==> config.mk <==
export PLATFORM = sky130hd
export DESIGN_NAME = fya_ctrl
export DESIGN_NICKNAME = d
export VERILOG_FILES = /design/src/rtl/fya_pkg.sv /design/src/rtl/fya_ctrl.sv
export SDC_FILE = /design/constraint.sdc
export NUM_CORES = 1
export LEC_CHECK = 0
export BUFFER_PORTS_ARGS = -buffer_cell sky130_fd_sc_hd__buf_2
export CAP_MARGIN = 20
export CORE_MARGIN = 2
export CORE_UTILIZATION = 58
export DETAILED_ROUTE_END_ITERATION = 10
export GPL_TIMING_DRIVEN = 1
export PLACE_DENSITY = 0.85
export SLEW_MARGIN = 30
export SYNTH_ARGS = -nofsm -noshare
export SYNTH_HDL_FRONTEND = slang
export SYNTH_SLANG_ARGS = --single-unit
==> constraint.sdc <==
create_clock -name clk -period 6.4 [get_ports clk]
set_input_delay 1.92 -clock clk [delete_from_list [all_inputs] [get_ports clk]]
set_output_delay 1.92 -clock clk [all_outputs]
set_load 0.005 [all_outputs]
==> src/rtl/fya_pkg.sv <==
// ---------------------------------------------------------------------------
// fya_pkg: shared types and constants of the Feynman-Y window analyzer
// Field widths, function and status codes, datapath command and status types.
// ---------------------------------------------------------------------------
`timescale 1ns / 1ps

package fya_pkg;

  // field widths
  localparam int FUNC_W   = 2;
  localparam int T_W      = 48;
  localparam int CH_W     = 8;
  localparam int CFG_W    = 40;
  localparam int STAT_W   = 2;
  localparam int CNT_W    = 32;
  localparam int CHC_W    = 16;
  localparam int PS_W     = 64;
  localparam int FIX_W    = 40;
  localparam int FRAC_W   = 16;
  localparam int SLOTS    = 4;
  localparam int PACK_W   = SLOTS * CHC_W;

  // block parameters
  localparam int CHANNELS    = 4;
  localparam int MAX_CLOSE   = 16;
  localparam int CLOSE_CNT_W = $clog2(MAX_CLOSE + 1);

  // shared divider
  localparam int DIV_W  = 64;
  localparam int STEP_W = $clog2(DIV_W);

  // configuration
  localparam int CFG_IDX_W = 1;
  localparam logic [CFG_IDX_W-1:0] CFG_WIN_LEN  = 1'b0;
  localparam logic [CFG_IDX_W-1:0] CFG_GATE_LEN = 1'b1;
  localparam logic [CFG_W-1:0] WIN_LEN_RST  = 40'd1000000;
  localparam logic [CFG_W-1:0] GATE_LEN_RST = 40'd1000;

  // input function codes
  localparam logic [FUNC_W-1:0] FUNC_EVENT = 2'd0;
  localparam logic [FUNC_W-1:0] FUNC_CLOSE = 2'd1;
  localparam logic [FUNC_W-1:0] FUNC_CLEAR = 2'd2;

  // result status codes
  localparam logic [STAT_W-1:0] STAT_SUMMARY   = 2'd0;
  localparam logic [STAT_W-1:0] STAT_REJ_EVENT = 2'd1;
  localparam logic [STAT_W-1:0] STAT_REJ_CLOSE = 2'd2;

  // datapath operations
  typedef logic [4:0] dp_op_t;
  localparam dp_op_t OP_NOP        = 5'd0;
  localparam dp_op_t OP_LATCH      = 5'd1;
  localparam dp_op_t OP_CLEAR_ALL  = 5'd2;
  localparam dp_op_t OP_ANCHOR_EV  = 5'd3;
  localparam dp_op_t OP_ANCHOR_CL  = 5'd4;
  localparam dp_op_t OP_DIV_K      = 5'd5;
  localparam dp_op_t OP_SAVE_K     = 5'd6;
  localparam dp_op_t OP_SET_END_EV = 5'd7;
  localparam dp_op_t OP_SET_END_CL = 5'd8;
  localparam dp_op_t OP_MUL        = 5'd9;
  localparam dp_op_t OP_FOLD       = 5'd10;
  localparam dp_op_t OP_DIV_GATES  = 5'd11;
  localparam dp_op_t OP_SAVE_GATES = 5'd12;
  localparam dp_op_t OP_DIV_MEAN   = 5'd13;
  localparam dp_op_t OP_SAVE_MEAN  = 5'd14;
  localparam dp_op_t OP_DIV_Q      = 5'd15;
  localparam dp_op_t OP_SAVE_Q     = 5'd16;
  localparam dp_op_t OP_DIV_FRAC   = 5'd17;
  localparam dp_op_t OP_SAVE_FRAC  = 5'd18;
  localparam dp_op_t OP_EMIT_SUM   = 5'd19;
  localparam dp_op_t OP_EMIT_REJ   = 5'd20;
  localparam dp_op_t OP_WB_REM     = 5'd21;
  localparam dp_op_t OP_DIV_GATE   = 5'd22;
  localparam dp_op_t OP_SAVE_GATE  = 5'd23;
  localparam dp_op_t OP_REC_VALID  = 5'd24;
  localparam dp_op_t OP_REC_INVAL  = 5'd25;

  typedef struct packed {
    dp_op_t op;
    logic   div_start;
  } dp_cmd_t;

  typedef struct packed {
    logic [FUNC_W-1:0] func;
    logic              rej_event;
    logic              rej_close;
    logic              span_ge_w;
    logic              t_le_wb;
    logic              ch_valid;
    logic              div_busy;
    logic              div_done;
    logic              s_zero;
    logic              q_big;
    logic              last_close;
    logic              ev_path;
    logic              out_free;
  } dp_status_t;

  typedef struct packed {
    logic [STAT_W-1:0]       status;
    logic [T_W-1:0]          win_start;
    logic [T_W-1:0]          win_end;
    logic [PACK_W-1:0]       channel_counts;
    logic [CNT_W-1:0]        accepted_count;
    logic [CNT_W-1:0]        ignored_count;
    logic [FIX_W-1:0]        mean_mult;
    logic signed [FIX_W-1:0] y_excess;
    logic [CNT_W-1:0]        skipped_windows;
    logic                    last;
  } out_item_t;

endpackage

==> src/rtl/fya_ctrl.sv <==
// ---------------------------------------------------------------------------
// fya_ctrl: sequencer of the Feynman-Y window analyzer
// Walks each transaction through clear, reject, or anchor, window closes and event recording.
// ---------------------------------------------------------------------------
`timescale 1ns / 1ps

module fya_ctrl import fya_pkg::*; (
  input  logic       clk,
  input  logic       rst_n,
  input  logic       in_valid,
  output logic       in_ready,
  input  dp_status_t st,
  output dp_cmd_t    cmd
);

  localparam logic [4:0] S_IDLE     = 5'd0;
  localparam logic [4:0] S_DECODE   = 5'd1;
  localparam logic [4:0] S_REJ      = 5'd2;
  localparam logic [4:0] S_EV_CHK   = 5'd3;
  localparam logic [4:0] S_EV_KWAIT = 5'd4;
  localparam logic [4:0] S_EV_END   = 5'd5;
  localparam logic [4:0] S_CL_CHK   = 5'd6;
  localparam logic [4:0] S_FOLD_MUL = 5'd7;
  localparam logic [4:0] S_FOLD_ADD = 5'd8;
  localparam logic [4:0] S_G_START  = 5'd9;
  localparam logic [4:0] S_G_WAIT   = 5'd10;
  localparam logic [4:0] S_M_START  = 5'd11;
  localparam logic [4:0] S_M_WAIT   = 5'd12;
  localparam logic [4:0] S_Q_START  = 5'd13;
  localparam logic [4:0] S_Q_WAIT   = 5'd14;
  localparam logic [4:0] S_F_START  = 5'd15;
  localparam logic [4:0] S_F_WAIT   = 5'd16;
  localparam logic [4:0] S_EMIT     = 5'd17;
  localparam logic [4:0] S_EV_WB    = 5'd18;
  localparam logic [4:0] S_REC      = 5'd19;
  localparam logic [4:0] S_R_WAIT   = 5'd20;
  localparam logic [4:0] S_R_MUL    = 5'd21;
  localparam logic [4:0] S_R_UPD    = 5'd22;

  logic [4:0] state_r, state_nxt;

  assign in_ready = (state_r == S_IDLE);

  // next state and commands
  always_comb begin
    state_nxt     = state_r;
    cmd.op        = OP_NOP;
    cmd.div_start = 1'b0;
    unique case (state_r)
      S_IDLE: begin
        if (in_valid) begin
          cmd.op    = OP_LATCH;
          state_nxt = S_DECODE;
        end
      end
      S_DECODE: begin
        case (st.func)
          FUNC_CLEAR: begin
            cmd.op    = OP_CLEAR_ALL;
            state_nxt = S_IDLE;
          end
          FUNC_EVENT: begin
            if (st.rej_event) begin
              state_nxt = S_REJ;
            end else begin
              cmd.op    = OP_ANCHOR_EV;
              state_nxt = S_EV_CHK;
            end
          end
          FUNC_CLOSE: begin
            if (st.rej_close) begin
              state_nxt = S_REJ;
            end else begin
              cmd.op    = OP_ANCHOR_CL;
              state_nxt = S_CL_CHK;
            end
          end
          default: state_nxt = S_IDLE;
        endcase
      end
      S_REJ: begin
        if (st.out_free) begin
          cmd.op    = OP_EMIT_REJ;
          state_nxt = S_IDLE;
        end
      end
      S_EV_CHK: begin
        if (st.span_ge_w) begin
          cmd.op        = OP_DIV_K;
          cmd.div_start = 1'b1;
          state_nxt     = S_EV_KWAIT;
        end else begin
          state_nxt = S_REC;
        end
      end
      S_EV_KWAIT: begin
        if (st.div_done) begin
          cmd.op    = OP_SAVE_K;
          state_nxt = S_EV_END;
        end
      end
      S_EV_END: begin
        cmd.op    = OP_SET_END_EV;
        state_nxt = S_FOLD_MUL;
      end
      S_CL_CHK: begin
        if (st.t_le_wb) begin
          state_nxt = S_IDLE;
        end else begin
          cmd.op    = OP_SET_END_CL;
          state_nxt = S_FOLD_MUL;
        end
      end
      S_FOLD_MUL: begin
        cmd.op    = OP_MUL;
        state_nxt = S_FOLD_ADD;
      end
      S_FOLD_ADD: begin
        cmd.op    = OP_FOLD;
        state_nxt = S_G_START;
      end
      S_G_START: begin
        cmd.op        = OP_DIV_GATES;
        cmd.div_start = 1'b1;
        state_nxt     = S_G_WAIT;
      end
      S_G_WAIT: begin
        if (st.div_done) begin
          cmd.op    = OP_SAVE_GATES;
          state_nxt = S_M_START;
        end
      end
      S_M_START: begin
        cmd.op        = OP_DIV_MEAN;
        cmd.div_start = 1'b1;
        state_nxt     = S_M_WAIT;
      end
      S_M_WAIT: begin
        if (st.div_done) begin
          cmd.op    = OP_SAVE_MEAN;
          state_nxt = st.s_zero ? S_EMIT : S_Q_START;
        end
      end
      S_Q_START: begin
        cmd.op        = OP_DIV_Q;
        cmd.div_start = 1'b1;
        state_nxt     = S_Q_WAIT;
      end
      S_Q_WAIT: begin
        if (st.div_done) begin
          cmd.op    = OP_SAVE_Q;
          state_nxt = st.q_big ? S_EMIT : S_F_START;
        end
      end
      S_F_START: begin
        cmd.op        = OP_DIV_FRAC;
        cmd.div_start = 1'b1;
        state_nxt     = S_F_WAIT;
      end
      S_F_WAIT: begin
        if (st.div_done) begin
          cmd.op    = OP_SAVE_FRAC;
          state_nxt = S_EMIT;
        end
      end
      S_EMIT: begin
        if (st.out_free) begin
          cmd.op = OP_EMIT_SUM;
          if (!st.ev_path)        state_nxt = S_IDLE;
          else if (st.last_close) state_nxt = S_EV_WB;
          else                    state_nxt = S_EV_END;
        end
      end
      S_EV_WB: begin
        cmd.op    = OP_WB_REM;
        state_nxt = S_REC;
      end
      S_REC: begin
        if (st.ch_valid) begin
          cmd.op        = OP_DIV_GATE;
          cmd.div_start = 1'b1;
          state_nxt     = S_R_WAIT;
        end else begin
          cmd.op    = OP_REC_INVAL;
          state_nxt = S_IDLE;
        end
      end
      S_R_WAIT: begin
        if (st.div_done) begin
          cmd.op    = OP_SAVE_GATE;
          state_nxt = S_R_MUL;
        end
      end
      S_R_MUL: begin
        cmd.op    = OP_MUL;
        state_nxt = S_R_UPD;
      end
      S_R_UPD: begin
        cmd.op    = OP_REC_VALID;
        state_nxt = S_IDLE;
      end
      default: state_nxt = S_IDLE;
    endcase
  end

  // state register
  always_ff @(posedge clk) begin
    if (!rst_n) state_r <= S_IDLE;
    else        state_r <= state_nxt;
  end

  // checks
  a_accept_decode: assert property (@(posedge clk) disable iff (!rst_n)
    (in_valid && in_ready) |=> state_r == S_DECODE)
    else $error("accepted transaction not decoded");

  a_emit_free: assert property (@(posedge clk) disable iff (!rst_n)
    (cmd.op == OP_EMIT_SUM || cmd.op == OP_EMIT_REJ) |-> st.out_free)
    else $error("result loaded while output register full");

  a_div_idle: assert property (@(posedge clk) disable iff (!rst_n)
    cmd.div_start |-> !st.div_busy)
    else $error("divider started while busy");

  a_gates_to_mean: assert property (@(posedge clk) disable iff (!rst_n)
    (state_r == S_G_WAIT && st.div_done) |=> state_r == S_M_START)
    else $error("gate count not followed by mean division");

endmodule
# [After elaboration in Yosys (flattened, before gate mapping)]
# Index checks and enable logic that the tools add are counted.
[word_totals] out_inout_bits=7 reg_bits=5
[op_classes] reduce_logical=5 n_eq_ne=33 n_mux=38
[ops] op="one-hot mux 5 bit (22 select lines)" count=2
[ops] op="two-way mux 5 bit" count=20
[ops] op="== test 5 x 4 -> 1 bit (second input constant)" count=8
[ops] op="== test 5 bit (second input constant)" count=7
[ops] op="== test 5 x 3 -> 1 bit (second input constant)" count=4
[ops] op="two-way mux 4 bit" count=5
[ops] op="!= test 2 bit (second input constant)" count=9
[ops] op="two-way mux 3 bit" count=4
[ops] op="== test 5 x 2 -> 1 bit (second input constant)" count=2
[ops] op="one-hot mux 3 bit (3 select lines)" count=1
[ops] op="AND reduction 9 bit" count=1
[ops] op="one-hot mux 3 bit (2 select lines)" count=1
[ops] op="== test 5 x 1 -> 1 bit (second input constant)" count=1
[ops] op="logical NOT 5 bit" count=1
[ops] op="OR reduction 4 bit" count=1
[ops] op="two-way mux 1 bit" count=3
[ops] op="one-hot mux 1 bit (3 select lines)" count=1
[ops] op="== test 2 x 1 -> 1 bit (second input constant)" count=1
[ops] op="== test 2 bit (second input constant)" count=1
[ops] op="logical NOT 2 bit" count=1
[ops] op="two-way mux 2 bit" count=1
[ops] op="OR reduction 2 bit" count=1

# [Longest topological paths before layout]
[logic_depth] depth_word=4 depth_mapped=7 mapped_depth_nobuf=5

# [Least setup slack after synthesis]
# Ideal clock, no wire load.
[synth_timing] path_type="input -> output" from="in st[13] (netlist bit)" to="out cmd[3] (netlist bit)" arrival_time_ns=2.663 setup_slack_ns=1.817 required_time_ns=4.480 stages=4 path_cell_list="or3_4 > nor3b_1 > nor2_1 > o211ai_1"
[synth_lines] element="from (decl)" line="fya_ctrl.sv:12" text="input dp_status_t st,"
[synth_lines] element="to (decl)" line="fya_ctrl.sv:13" text="output dp_cmd_t cmd"

==> flow_summary_export.csv <==
group,metric,value,unit
run_status,status,"finished clean",
clocking,insertion_delay,240,ps
synthesis,synthXorXnorAreaFrac,0,
synthesis,synth_cell_types,45,
route,via_per_inst,6.87,
die,rows,15,
finish,final_common_cell,"buf_2",
power,cellInternalPower,0.0000968,W
timing,fmax,0.202,GHz
synthesis,synth_flop_cell,"dfxtp_1",
finish,seqCellArea,101,sq um
power,swShare,0.440,
clocking,clk_path_buf_depth,2,
timing,setup_violations,0,
worst_setup_path,crit_start,"st[13]",
synthesis,syn_nets,181,
worst_setup_path,crit_type,"input pin to output port",
finish,multi_input_area,843,sq um
finish,mostFrequentLayoutCells,"22 x buf_2, 15 x a21oi_1, 14 x nor2_1, 14 x o21ai_0, 13 x nand2_1",
global_routing,grt_pass1_vias,1065,
clocking,cts_made_buffers,3,
power,switchingPower,0.0000762,W
finish,reg_top3,"state_r: 5 flops",
global_routing,track_usage,0.297,
power,power_per_cell_area,153,nW/um^2
finish,area_growth_syn_to_layout,10.0,%
min_path,hold_depth,2,
power,p_leak,0.423,nW
timing,rsz0062_at_grt,"false",
clocking,postCtsSetupRepairBufs,0,
route,drt_iter0_markers,76,
timing,tightest_slew,914,ps
finish,drive_gt1_frac,0.188,
global_routing,antenna_found_initial,0,
synthesis,synthMuxAreaShare,0.0317,
place,gp_congestion,0.892,
finish,largest_reg_flops,5,
clocking,cts_max_level,1,
route,drt_wl_total,3.02,mm
worst_setup_path,critPathArrivalTime,3030,ps
worst_setup_path,rr_endpoint,"state_r[0]$_SDFFE_PN0P_",
die,chipHeight,46.1,um
clocking,ctsResizeCount,0,
synthesis,async_reset_ff_frac,0,
place,io_buffer_count,22,
timing,maxSlewHeadroom,0.390,
die,core,1690,sq um
route,route.vias.total,1325,
synthesis,synth-simple-area-share,0.420,
min_path,min_path_type,"flop to flop",
synthesis,synth_edf_count,0,
synthesis,synth_cells,164,
finish,largest_register,"state_r",
timing,period_minus_slack,4950,ps
finish,final.fill_count,163,
place,dp_hpwl,2.11,mm
route,postRouteAntennaNets,0,
worst_setup_path,crit_path_start_kind,"input pin",
worst_setup_path,reg2reg_depth,5,
flow_run,maxCapViolations,0,
timing,fin_worst_skew,1.09,ps
synthesis,ys_ff_latch,5,
worst_setup_path,r2r_start,"state_r[0]$_SDFFE_PN0P_",
synthesis,avgSynthCellArea,6.26,sq um
timing,fin_hold_ws,489,ps
clocking,cts_tree,"done",
global_routing,grt_max_degree,34,
route,wl_per_cell,15.7,um
synthesis,ys_warn_count,0,
die,die_w,46.1,um
die,die_area,2120,sq um
worst_setup_path,max_stage_delay,370,ps
global_routing,grt-ovfl-total,0,
clocking,cts-root-buf,"clkbuf_4",
worst_setup_path,worstPathRequired,4480,ps
finish,nets,194,
die,io_pins,24,
global_routing,grt_pass1_wl,4.59,mm
synthesis,synth.yosys.seq_area_share,0.0976,
route,first_pass_iters,4,
timing,period_share,0.773,
timing,hold_viol_final,0,
worst_setup_path,critPathSlowestCell,"or3_4",
die,start_util,0.607,
timing,finalSetupTns,0,ps
power,power_frac_seq,0.293,
synthesis,synth_compound_area_frac,0.371,
worst_setup_path,path_cells,"buf_2, or3_4, nor3b_1, nor2_1, o211ai_1, buf_2",
synthesis,synth_area,1030,sq um
synthesis,yosys.area_share.adder,0,
power,ir_drop,0.158,mV
clocking,ctsHoldBuffers,0,
timing,slew_viol_final,0,
worst_setup_path,crit_top_cell,"buf_2",
worst_setup_path,critical_path.max_fanout,3,
clocking,clock-sinks,5,
synthesis,synth_top_family_by_area,"simple AND/OR/NAND/NOR gates",
power,pwr-share-comb,0.507,
route,drc,0,
finish,antenna_cells,0,
power,clkPwrFrac,0.200,
clocking,clkTransAtPathRegs,40,ps
worst_setup_path,rrSetupSlack,3820,ps
worst_setup_path,crit_end,"cmd[3]",
worst_setup_path,end_kind,"output port",
## routing by layer
metal,vias up,GRT usage,routed length (um)
li1,645,-,-
met4,0,0.177,71
met1,581,0.403,1210
met2,87,0.439,1470
met5,-,0,0
met3,12,0.0431,267
## Yosys cell counts (all sizes together) (2+ instances only)
cell    number  area share
nand2b       5       0.030
o41ai        2       0.017
nor2        14       0.051
o211ai       2       0.015
nand3        6       0.029
dfxtp        5       0.098
nor3b        4       0.029
mux2         2       0.022
a31oi        4       0.024
o31a         2       0.017
nor2b       10       0.061
a22oi        2       0.015
nand4        3       0.018
nand2       13       0.048
and3         2       0.012
a21oi       16       0.082
or3          5       0.035
clkbuf      14       0.051
nor3         7       0.034
nor4         2       0.012
inv          5       0.018
o22a         3       0.026
or4          2       0.018
and3b        3       0.026
o21ai       14       0.068
## kinds of logic after synthesis
logic type             after synthesis
and+or+nand+nor                     78
AOI/OAI and AO/OA                   58
buffers and inverters               20
DFF                                  5
muxes                                3
## worst max-delay path, delay by kind of cell
family          cells  cell delay [ps]
simple gates        3              750
buf+inv             2              260
compound gates      1               90
## power groups by stage
stage	registers (W)	clock network, W	logic (W)
finish	0.0000506	0.0000347	0.0000877
global route	0.0000522	0.0000373	0.0000948
CTS	0.0000500	0.0000373	0.0000862
detailed placement	0.0000503	0	0.0000857
global placement	0.0000495	0	0.0000836
floorplan	0.0000359	0	0.0000727
## layout make-up
class,instances,share of cell area
multi-input cells,139,0.747
repair buffers,23,0.104
flip-flops and latches,5,0.0898
clock buffers,4,0.0233
well taps,17,0.0188
inverters,5,0.0166
## worst min-delay path by stage
| stage | end | slack (ps) | from |
|---|---|---|---|
| floorplan | state_r[1]$_SDFFE_PN0P_ | 670 | state_r[0]$_SDFFE_PN0P_ |
| global placement | state_r[2]$_SDFFE_PN0P_ | 450 | state_r[2]$_SDFFE_PN0P_ |
| detailed placement | state_r[2]$_SDFFE_PN0P_ | 490 | state_r[2]$_SDFFE_PN0P_ |
| CTS | state_r[2]$_SDFFE_PN0P_ | 500 | state_r[2]$_SDFFE_PN0P_ |
| global route | state_r[2]$_SDFFE_PN0P_ | 520 | state_r[2]$_SDFFE_PN0P_ |
| finish | state_r[2]$_SDFFE_PN0P_ | 490 | state_r[2]$_SDFFE_PN0P_ |
## metrics by stage
| step | power, W | cells | util | area [sq um] | setup WS [ps] |
|---|---|---|---|---|---|
| after floorplan | 0.000109 | 164 | - | 1030 | 1820 |
| after global placement | 0.000133 | 189 | 0.652 | 1100 | 1480 |
| after detailed placement | 0.000136 | 189 | 0.652 | 1100 | 1460 |
| after CTS | 0.000173 | 193 | 0.667 | 1130 | 1460 |
| after global routing | 0.000184 | 193 | 0.668 | 1130 | 1380 |
| final | 0.000173 | 193 | 0.668 | 1130 | 1450 |
(Power assumes the default switching activity.)
